<file path="src/rtl/bvsg_pkg.sv">
`default_nettype none

package bvsg_pkg;

	localparam int ADDR_W = 18;

	// display base word address and the extra offset of the large memory model
	localparam logic [ADDR_W-1:0] BASE_WORD_ADDR = ADDR_W'((32'h12700 >> 1) | (32'h40 << 8));
	localparam logic [ADDR_W-1:0] LARGE_OFFSET   = ADDR_W'(32'h60000 >> 1);

	// raster decisions for one tick, from the timing unit to the datapath
	typedef struct packed {
		logic       draw;        // tick lies in the visible area
		logic       fetch;       // draw tick on a 16-pixel boundary
		logic       line_start;  // horizontal counter wraps after this tick
		logic [9:0] h_next;
		logic [8:0] v_next;
		logic       vblank_next;
		logic       hblank_next;
	} raster_t;

	// word address of the first display word of a line
	function automatic logic [ADDR_W-1:0] line_addr(input logic big_mem, input logic [8:0] line);
		logic [ADDR_W-1:0] base;
		base = big_mem ? (BASE_WORD_ADDR + LARGE_OFFSET) : BASE_WORD_ADDR;
		return base + {{(ADDR_W-14){1'b0}}, line, 5'b0};
	endfunction

endpackage

`default_nettype wire

</file>
<file path="src/rtl/bvsg_in_if.sv">
`default_nettype none

interface bvsg_in_if;
	logic        valid;
	logic        ready;
	logic [15:0] mem_word;

	modport source (output valid, output mem_word, input ready);
	modport sink (input valid, input mem_word, output ready);
endinterface

`default_nettype wire

</file>
<file path="src/rtl/bvsg_out_if.sv">
`default_nettype none

interface bvsg_out_if;
	logic        valid;
	logic        ready;
	logic        pixel_first;
	logic        pixel_second;
	logic        pixels_valid;
	logic        ram_busy;
	logic        vblank_irq;
	logic        in_hblank;
	logic [17:0] next_fetch_addr;
	logic [9:0]  h_position;
	logic [8:0]  v_position;

	modport source (output valid, output pixel_first, output pixel_second,
		output pixels_valid, output ram_busy, output vblank_irq, output in_hblank,
		output next_fetch_addr, output h_position, output v_position, input ready);
	modport sink (input valid, input pixel_first, input pixel_second,
		input pixels_valid, input ram_busy, input vblank_irq, input in_hblank,
		input next_fetch_addr, input h_position, input v_position, output ready);
endinterface

`default_nettype wire

</file>
<file path="src/rtl/bvsg_cfg_if.sv">
`default_nettype none

interface bvsg_cfg_if;
	logic valid;
	logic ready;
	logic large_memory_model;

	modport source (output valid, output large_memory_model, input ready);
	modport sink (input valid, input large_memory_model, output ready);
endinterface

`default_nettype wire

</file>
<file path="src/rtl/bvsg_raster.sv">
`default_nettype none

module bvsg_raster
	import bvsg_pkg::*;
#(
	parameter int H_VISIBLE = 512,
	parameter int H_TOTAL   = 704,
	parameter int V_VISIBLE = 342,
	parameter int V_TOTAL   = 370
) (
	input  wire logic [9:0] hcount,
	input  wire logic [8:0] vcount,
	input  wire logic       vblank,
	output raster_t         rast
);

	localparam logic [10:0] HVIS = 11'(H_VISIBLE);
	localparam logic [10:0] HTOT = 11'(H_TOTAL);
	localparam logic [8:0]  VVIS = 9'(V_VISIBLE);
	localparam logic [8:0]  VTOT = 9'(V_TOTAL);

	logic [10:0] h_sum;
	logic [8:0]  v_inc;
	logic        v_set;
	logic        v_clr;

	// horizontal and vertical step, blanking marks
	always_comb begin
		h_sum = {1'b0, hcount} + 11'd2;
		v_inc = vcount + 9'd1;
		v_set = (v_inc == VVIS);
		v_clr = (v_inc >= VTOT);

		rast.draw        = !vblank && ({1'b0, hcount} < HVIS);
		rast.fetch       = rast.draw && (hcount[3:0] == 4'd0);
		rast.line_start  = (h_sum >= HTOT);
		rast.h_next      = rast.line_start ? 10'd0 : h_sum[9:0];
		rast.v_next      = vcount;
		rast.vblank_next = vblank;
		if (rast.line_start) begin
			rast.v_next = v_clr ? 9'd0 : v_inc;
			if (v_clr) begin
				rast.vblank_next = 1'b0;
			end else if (v_set) begin
				rast.vblank_next = 1'b1;
			end
		end
		rast.hblank_next = ({1'b0, rast.h_next} > HVIS);
	end

endmodule

`default_nettype wire

</file>
<file path="src/rtl/bitmap_video_scan_generator.sv">
// channel | modport | word                  | role
// src     | sink    | mem_word              | display ram word at the last fetch address
// dst     | source  | pixels, flags, counts | one result per tick
// cfg     | sink    | large_memory_model    | base address select, held off while a word is taken
//
// one word per clock sustained while dst.ready is high; each result appears in
// the cycle after its word is taken, held in the output register, which is the
// only stage. the counter, shifter and address update is one pass of logic
// from the state registers into the output register.
// src.ready is high while the output register is empty or being emptied.
// reset clears counters, shifter, flags and sets the address to the line 0 base.
`default_nettype none

module bitmap_video_scan_generator
	import bvsg_pkg::*;
#(
	parameter int H_VISIBLE = 512,
	parameter int H_TOTAL   = 704,
	parameter int V_VISIBLE = 342,
	parameter int V_TOTAL   = 370
) (
	input wire logic clk,
	input wire logic arst_n,
	bvsg_in_if.sink    src,
	bvsg_out_if.source dst,
	bvsg_cfg_if.sink   cfg
);

	logic [9:0]        hcount_q;
	logic [8:0]        vcount_q;
	logic [15:0]       shifter_q;
	logic [ADDR_W-1:0] fetch_addr_q;
	logic              irq_q;
	logic              vblank_q;
	logic              contended_q;
	logic              large_q;
	logic              out_valid_q;

	raster_t           rast;
	logic              take;
	logic [15:0]       shift_src;
	logic [15:0]       shifter_d;
	logic [ADDR_W-1:0] addr_d;
	logic              contended_d;

	bvsg_raster #(
		.H_VISIBLE (H_VISIBLE),
		.H_TOTAL   (H_TOTAL),
		.V_VISIBLE (V_VISIBLE),
		.V_TOTAL   (V_TOTAL)
	) u_raster (
		.hcount (hcount_q),
		.vcount (vcount_q),
		.vblank (vblank_q),
		.rast   (rast)
	);

	// handshake; a register write waits while a word is taken
	assign src.ready = !out_valid_q || dst.ready;
	assign take      = src.valid && src.ready;
	assign cfg.ready = !take;

	// shifter load, pixel shift and fetch address
	always_comb begin
		shift_src   = rast.fetch ? src.mem_word : shifter_q;
		shifter_d   = rast.draw ? {shift_src[13:0], 2'b00} : shifter_q;
		addr_d      = rast.fetch ? (fetch_addr_q + ADDR_W'(1)) : fetch_addr_q;
		contended_d = rast.draw ? rast.fetch : contended_q;
		if (rast.line_start) begin
			addr_d = line_addr(large_q, rast.v_next);
		end
	end

	// scan state
	always_ff @(posedge clk or negedge arst_n) begin
		if (!arst_n) begin
			hcount_q     <= '0;
			vcount_q     <= '0;
			shifter_q    <= '0;
			fetch_addr_q <= BASE_WORD_ADDR;
			irq_q        <= 1'b0;
			vblank_q     <= 1'b0;
			contended_q  <= 1'b0;
			large_q      <= 1'b0;
		end else if (take) begin
			hcount_q     <= rast.h_next;
			vcount_q     <= rast.v_next;
			shifter_q    <= shifter_d;
			fetch_addr_q <= addr_d;
			irq_q        <= rast.vblank_next;
			vblank_q     <= rast.vblank_next;
			contended_q  <= contended_d;
		end else if (cfg.valid) begin
			large_q <= cfg.large_memory_model;
			if (hcount_q == 10'd0) begin
				fetch_addr_q <= line_addr(cfg.large_memory_model, vcount_q);
			end
		end
	end

	// output register valid
	always_ff @(posedge clk or negedge arst_n) begin
		if (!arst_n) begin
			out_valid_q <= 1'b0;
		end else if (src.ready) begin
			out_valid_q <= src.valid;
		end
	end

	// output register payload
	always_ff @(posedge clk) begin
		if (take) begin
			dst.pixel_first     <= rast.draw && shift_src[15];
			dst.pixel_second    <= rast.draw && shift_src[14];
			dst.pixels_valid    <= rast.draw;
			dst.ram_busy        <= contended_d;
			dst.vblank_irq      <= rast.vblank_next;
			dst.in_hblank       <= rast.hblank_next;
			dst.next_fetch_addr <= addr_d;
			dst.h_position      <= rast.h_next;
			dst.v_position      <= rast.v_next;
		end
	end

	assign dst.valid = out_valid_q;

	// interrupt level and blanking mark move together
	a_irq_vblank: assert property (@(posedge clk) disable iff (!arst_n)
		irq_q == vblank_q) else $error("irq level and vblank mark differ");

	// a fetch tick leaves the contention flag set
	a_fetch_contends: assert property (@(posedge clk) disable iff (!arst_n)
		take && rast.fetch |=> contended_q) else $error("fetch without contention flag");

	// each line starts on a 32-word boundary
	a_line_align: assert property (@(posedge clk) disable iff (!arst_n)
		take && rast.line_start |=> fetch_addr_q[4:0] == 5'd0)
		else $error("line address not aligned");

	// horizontal position stays even and inside the line
	a_hcount_range: assert property (@(posedge clk) disable iff (!arst_n)
		!hcount_q[0] && ({1'b0, hcount_q} < 11'(H_TOTAL)))
		else $error("horizontal counter out of range");

endmodule

`default_nettype wire

</file>
<file path="src/flat_wrapper.sv">
// flat-port wrapper written by rule: the top's interface ports become plain ports
module bitmap_video_scan_generator_flat import bvsg_pkg::*;
#(
	parameter int H_VISIBLE = 512,
	parameter int H_TOTAL   = 704,
	parameter int V_VISIBLE = 342,
	parameter int V_TOTAL   = 370
)
  (clk, arst_n, src_valid, src_mem_word, src_ready, dst_valid, dst_pixel_first, dst_pixel_second, dst_pixels_valid, dst_ram_busy, dst_vblank_irq, dst_in_hblank, dst_next_fetch_addr, dst_h_position, dst_v_position, dst_ready, cfg_valid, cfg_large_memory_model, cfg_ready);
  bvsg_in_if src_i ();
  bvsg_out_if dst_i ();
  bvsg_cfg_if cfg_i ();
  input wire logic clk;
  input wire logic arst_n;
  input wire logic [$bits(src_i.valid)-1:0] src_valid;
  input wire logic [$bits(src_i.mem_word)-1:0] src_mem_word;
  output wire logic [$bits(src_i.ready)-1:0] src_ready;
  output wire logic [$bits(dst_i.valid)-1:0] dst_valid;
  output wire logic [$bits(dst_i.pixel_first)-1:0] dst_pixel_first;
  output wire logic [$bits(dst_i.pixel_second)-1:0] dst_pixel_second;
  output wire logic [$bits(dst_i.pixels_valid)-1:0] dst_pixels_valid;
  output wire logic [$bits(dst_i.ram_busy)-1:0] dst_ram_busy;
  output wire logic [$bits(dst_i.vblank_irq)-1:0] dst_vblank_irq;
  output wire logic [$bits(dst_i.in_hblank)-1:0] dst_in_hblank;
  output wire logic [$bits(dst_i.next_fetch_addr)-1:0] dst_next_fetch_addr;
  output wire logic [$bits(dst_i.h_position)-1:0] dst_h_position;
  output wire logic [$bits(dst_i.v_position)-1:0] dst_v_position;
  input wire logic [$bits(dst_i.ready)-1:0] dst_ready;
  input wire logic [$bits(cfg_i.valid)-1:0] cfg_valid;
  input wire logic [$bits(cfg_i.large_memory_model)-1:0] cfg_large_memory_model;
  output wire logic [$bits(cfg_i.ready)-1:0] cfg_ready;
  assign src_i.valid = src_valid;
  assign src_i.mem_word = src_mem_word;
  assign src_ready = src_i.ready;
  assign dst_valid = dst_i.valid;
  assign dst_pixel_first = dst_i.pixel_first;
  assign dst_pixel_second = dst_i.pixel_second;
  assign dst_pixels_valid = dst_i.pixels_valid;
  assign dst_ram_busy = dst_i.ram_busy;
  assign dst_vblank_irq = dst_i.vblank_irq;
  assign dst_in_hblank = dst_i.in_hblank;
  assign dst_next_fetch_addr = dst_i.next_fetch_addr;
  assign dst_h_position = dst_i.h_position;
  assign dst_v_position = dst_i.v_position;
  assign dst_i.ready = dst_ready;
  assign cfg_i.valid = cfg_valid;
  assign cfg_i.large_memory_model = cfg_large_memory_model;
  assign cfg_ready = cfg_i.ready;
  bitmap_video_scan_generator #(.H_VISIBLE(H_VISIBLE), .H_TOTAL(H_TOTAL), .V_VISIBLE(V_VISIBLE), .V_TOTAL(V_TOTAL)) u_core (.clk(clk), .arst_n(arst_n), .src(src_i), .dst(dst_i), .cfg(cfg_i));
endmodule
</file>
<file path="config.mk">
export PLATFORM = sky130hd
export DESIGN_NAME = bitmap_video_scan_generator_flat
export DESIGN_NICKNAME = d
export VERILOG_FILES = /design/src/rtl/bvsg_pkg.sv /design/src/rtl/bvsg_in_if.sv /design/src/rtl/bvsg_out_if.sv /design/src/rtl/bvsg_cfg_if.sv /design/src/rtl/bvsg_raster.sv /design/src/rtl/bitmap_video_scan_generator.sv /design/src/flat_wrapper.sv
export SDC_FILE = /design/constraint.sdc
export NUM_CORES = 1
export LEC_CHECK = 0
export ABC_AREA = 1
export BUFFER_PORTS_ARGS = -buffer_cell sky130_fd_sc_hd__buf_2
export CORE_MARGIN = 3
export CORE_UTILIZATION = 56
export DETAILED_ROUTE_END_ITERATION = 16
export GPL_ROUTABILITY_DRIVEN = 0
export PLACE_DENSITY_LB_ADDON = 0.12
export SLEW_MARGIN = 10
export SYNTH_ARGS = -nofsm -noshare
export SYNTH_HDL_FRONTEND = slang
export SYNTH_SLANG_ARGS = --single-unit
</file>
<file path="constraint.sdc">
create_clock -name clk -period 3.1 [get_ports clk]
set_clock_uncertainty 0.15 [all_clocks]
set_input_delay 0.62 -clock clk [delete_from_list [all_inputs] [get_ports clk]]
set_output_delay 0.62 -clock clk [all_outputs]
set_load 0.05 [all_outputs]
</file>
Word level (Yosys, flattened, before mapping) --
Index checks and enable logic that the tools add are counted.
Word-level totals: register bits after elaboration 98, input bits 22, output and inout bits 46, logic and storage cells 58
Operators by class: add/subtract/negate cells 5, order comparisons 4, equal/unequal tests 1, muxes and demuxes 14, bitwise logic cells 1, reduce and logical (&&, ||, !) cells 16
Operators by type and width (number):
- 18-bit two-way mux | 7
- 18-bit by 14-bit adder with 18-bit output | 2
- 10-bit two-way mux | 2
- 18-bit by 1-bit adder with 18-bit output (second input constant) | 1
- 16-bit two-way mux | 1
- 10-bit by 2-bit adder with 11-bit output (second input constant) | 1
- 11-bit by 10-bit >= comparator with 1-bit output (second input constant) | 1
- 10-bit > comparator (second input constant) | 1
- 10-bit logical NOT | 1
- 10-bit < comparator (second input constant) | 1
- 9-bit by 1-bit adder with 9-bit output (second input constant) | 1
- 9-bit == test (second input constant) | 1
- 9-bit >= comparator (second input constant) | 1
- 9-bit two-way mux | 1
- 2-bit AND reduction | 3
- 1-bit logical AND | 5
- 4-bit logical NOT | 1
- 2-bit nonzero test | 2
- 1-bit logical NOT | 3
- 1-bit two-way mux | 3
- 1-bit logical OR | 1
- 1-bit NOT | 1

Logic depth before layout (Yosys ltp) --
depth in word-level cells 8, gate-level depth with buffers 21, gate-level depth less buffers 21

Hierarchy --
A second synthesis with hierarchy kept.
Second synthesis, totals: cells, all modules 642, area total of the unflattened synthesis 5316.3 sq um
By module, submodules not included:
- bitmap_video_scan_generator | times used 1, cells an instance 492, area an instance 4546.9 sq um, sequential area each 2675.1 sq um
- bvsg_raster | times used 1, cells an instance 150, area an instance 769.5 sq um, sequential area each 0.0 sq um

Worst setup path before layout --
OpenSTA, ideal clock, no wires.
path kind register to output, from reg u_core.out_valid_q, in the netlist u_core.dst.valid, to out cfg_ready, data arrival time 2.060 ns, setup slack 0.270 ns, stages on the path, launching flop included 4, buffers on the path 1, path through dfrtp_1 > nand2_1 > nand2_1 > clkbuf_1
Between the ends: longest elaborated chain between the ends 4
RTL lines:
- start: declaration | line bitmap_video_scan_generator.sv:37 | logic out_valid_q;
- start signal: assignment | line bitmap_video_scan_generator.sv:106 | out_valid_q <= src.valid;
- 1-bit logical NOT | line bitmap_video_scan_generator.sv:59 | assign src.ready = !out_valid_q || dst.ready;
- 1-bit logical OR | line bitmap_video_scan_generator.sv:59
- named net src_ready | line flat_wrapper.sv:17 | output wire logic [$bits(src_i.ready)-1:0] src_ready;
- 1-bit logical AND | line bitmap_video_scan_generator.sv:60 | assign take = src.valid && src.ready;
- 1-bit logical NOT | line bitmap_video_scan_generator.sv:61 | assign cfg.ready = !take;
- end: declaration | line flat_wrapper.sv:31 | output wire logic [$bits(cfg_i.ready)-1:0] cfg_ready;
The timed path passes the listed nets, and every way through them passes these cells.

==> results.toml <==
[clock_tree]
path_clk_slew_ns = 0.11
clock-sinks = 98
cts_root_buf = "clkbuf_8"
clock_tree.buffer_depth = 2
clk_latency_ns = 0.38
cts_tree = "yes"
numCtsBuffers = 9
cts_max_level = 3
hold_buffers = 0

[setup_path]
crit_slowest_cell = "dfrtp_1"
crit_buf_inv = 2
worstPathCellList = "ha_1 > nand3_1 > inv_1 > nand3_1 > xor2_4 > nand2_4 > nand3_2 > nand2_2 > clkinv_2 > ha_1 > nand3_2 > nand3_2 > nand2_1 > nand2_1 > nand2_1 > a21boi_1"
cp.arrival_ns = 2.85
cp.required_ns = 3.09
cpPeakStageDelay_ns = 0.45
crit_fanout = 9
regToRegStartpoint = "u_core.vcount_q[2]"
startpoint_type = "flop"
end_kind = "flop"
path_delay_family = "simple AND/OR/NAND/NOR gates"
crit_type = "flop to flop"
r2r_slack_ns = 0.24
crit_start = "u_core.vcount_q[2]"

[global_route]
grt_pass1_vias = 4066
grt_max_degree = 41
grt_use_total = 0.2487
grt_pass1_wl_um = 20110
antenna_found_initial = 0
overflow = 0

[routing]
wire_per_inst_um = 16.02
ant_nets = 0
routed_wl_um = 12440
routed_via_density = 5.646
drc = 0
drt_iter0_drc = 239
vias = 4387
dr.pass1.iters = 5

[logic_synthesis]
synth-edff-count = 43
yosysTopAreaCell = "edfxtp_1"
synth-seq-area-share = 0.5137
synth_area_um2 = 5207
synth.distinct_cells = 56
synth.most_common_cell = "nand2_1"
ys.flop_type = "dfrtp_1"
async_flop_share = 0.5612
ys_seq_elements = 98
ys_top_cells_by_count = "nand2_1, inv_1, dfrtp_1, nor2_1, edfxtp_1"
mappedNetlistNets = 615
synth_cells = 586
syn_avg_cell_area_um2 = 8.887
synth_top_area_frac = 0.2480
yosysWarnings = 0
synthTopCellsByArea = "edfxtp_1, dfrtp_1, nand2_1, inv_1, o21ai_0"

[sta]
period_share = 0.9240
finalCriticalPeriod_ns = 2.864
max-slew-margin-rel = 0.5814
tightest_slew_ns = 0.6273
setup_slack_ns = 0.2356
fin_setup_tns_ns = 0
max_freq_ghz = 0.3491
maxSlewViolCount = 0
final-setup-viol-count = 0
finalHoldViolCount = 0

[power]
combPwrFrac = 0.463
clkPwrFrac = 0.147
power_density_nw_per_um2 = 937.1
p_sw_mw = 2.614
irDropWorstVdd_uv = 476.2
seq_power_share = 0.390
power.leakage_nw = 2.789
swShare = 0.4687
intPower_mw = 2.963

[floorplanning]
fp.dieW_um = 102.4
die-area_um2 = 10490
start_util = 0.5857
rows = 34
core_area_um2 = 8891
die_h_um = 102.4
io_pins = 68

[final_layout]
drive_gt1_frac = 0.2257
area_delta_synth_final_pct = 14.27
final_nets = 693
utilization = 0.6693
antenna_cells = 0
fin_cells = 777

[place]
dp_slack_ns = 0.1394
port_buffers = 67
dp.cells = 759
dp_hpwl_um = 9093

[flow_run]
maxCapViolCount = 0

[worst_hold_path]
hold_path_class = "primary input to async pin"

[status]
status = "completed"
## power groups by stage
stage	clock network (mW)	registers (mW)	logic, mW
5_1_grt	0.873	2.22	2.85
6_report	0.818	2.17	2.58
2_1_floorplan	0	2.58	1.48
4_1_cts	0.830	2.17	2.52
3_5_place_dp	0	2.19	2.51
3_3_place_gp	0	2.18	2.45
## flip-flops by register name, summed over array words and instances, names as in the netlist, 9 cells and up
register                    cells
u_core.hcount_q                10
u_core.dst.h_position          10
u_core.shifter_q               14
u_core.fetch_addr_q            18
u_core.dst.v_position           9
u_core.vcount_q                 9
u_core.dst.next_fetch_addr     18
## layout by cell type, fill, tap and decap left out, types with 4 or more instances in the layout
cell type,Yosys,final
a21oi_1,18,18
a22oi_1,5,5
buf_2,3,67
buf_4,2,14
clkbuf_8,0,9
dfrtp_1,49,48
dfstp_2,6,6
edfxtp_1,43,43
ha_1,7,6
inv_1,71,71
inv_6,0,4
nand2_1,145,145
nand2_2,12,11
nand3_1,29,28
nand3_2,6,7
nand3_4,4,4
nand4_1,8,8
nor2_1,46,46
nor3_1,4,4
nor4_1,4,4
o211ai_1,10,10
o21ai_0,37,36
o22ai_1,14,14
xnor2_1,5,5
xor2_1,7,7
## stage by stage
step	area (um2)	power, mW	hold WS (ns)
after global routing	5951	5.946	0.1218
final	5951	5.577	0.09970
after floorplan	5207	4.063	0.1744
after CTS	5903	5.523	0.1051
after detailed placement	5708	4.698	0.3618
after global placement	5708	4.622	0.3422
## path summary, 6_finish.rpt
path                       cells past startpoint                             end
max in group asynchronous                      2          u_core.fetch_addr_q[7]
hold reg to reg                                2            u_core.shifter_q[14]
min in group clk                               3             u_core.shifter_q[2]
hold / removal                                 1          u_core.fetch_addr_q[5]
setup reg to reg                              16  u_core.dst.next_fetch_addr[13]
setup / recovery                              16  u_core.dst.next_fetch_addr[13]
## what timing repair did
item                                    CTS  global route
buffers inserted                          0             2
endpoints found under the setup margin    0            13
gates resized for setup                   0             9
## per-layer routing
layer / share of wire / vias to the layer above / global-route usage
li1: - / 2119 / -
met1: 0.45 / 2071 / 0.3616
met2: 0.46 / 174 / 0.3739
met3: 0.070 / 23 / 0.05461
met4: 0.018 / 0 / 0.07669
met5: 0 / - / 0
## kinds of logic (layout without fill, tap and decap cells)
logic type | after synthesis | after routing | share of synthesized area
adder cells (fa/ha/maj) | 7 | 7 | 0.01682
flip-flops | 98 | 98 | 0.5137
multiplexers | 1 | 1 | 0.002162
AO/OA/AOI/OAI | 102 | 102 | 0.1209
AND/OR/NAND/NOR | 273 | 273 | 0.2511
XOR/XNOR | 13 | 13 | 0.02331
buffers and inverters | 92 | 175 | 0.07208
## layout make-up
cell class	count	area, um2
well taps	108	135.1
clock buffers	9	123.9
clock inverters	7	71.32
fillers	735	2940
multi-input cells	396	2181
inverters	76	291.5
flip-flops and latches	98	2676
repair buffers	83	471.7
No activity file was read; power rests on OpenSTA's default activity.
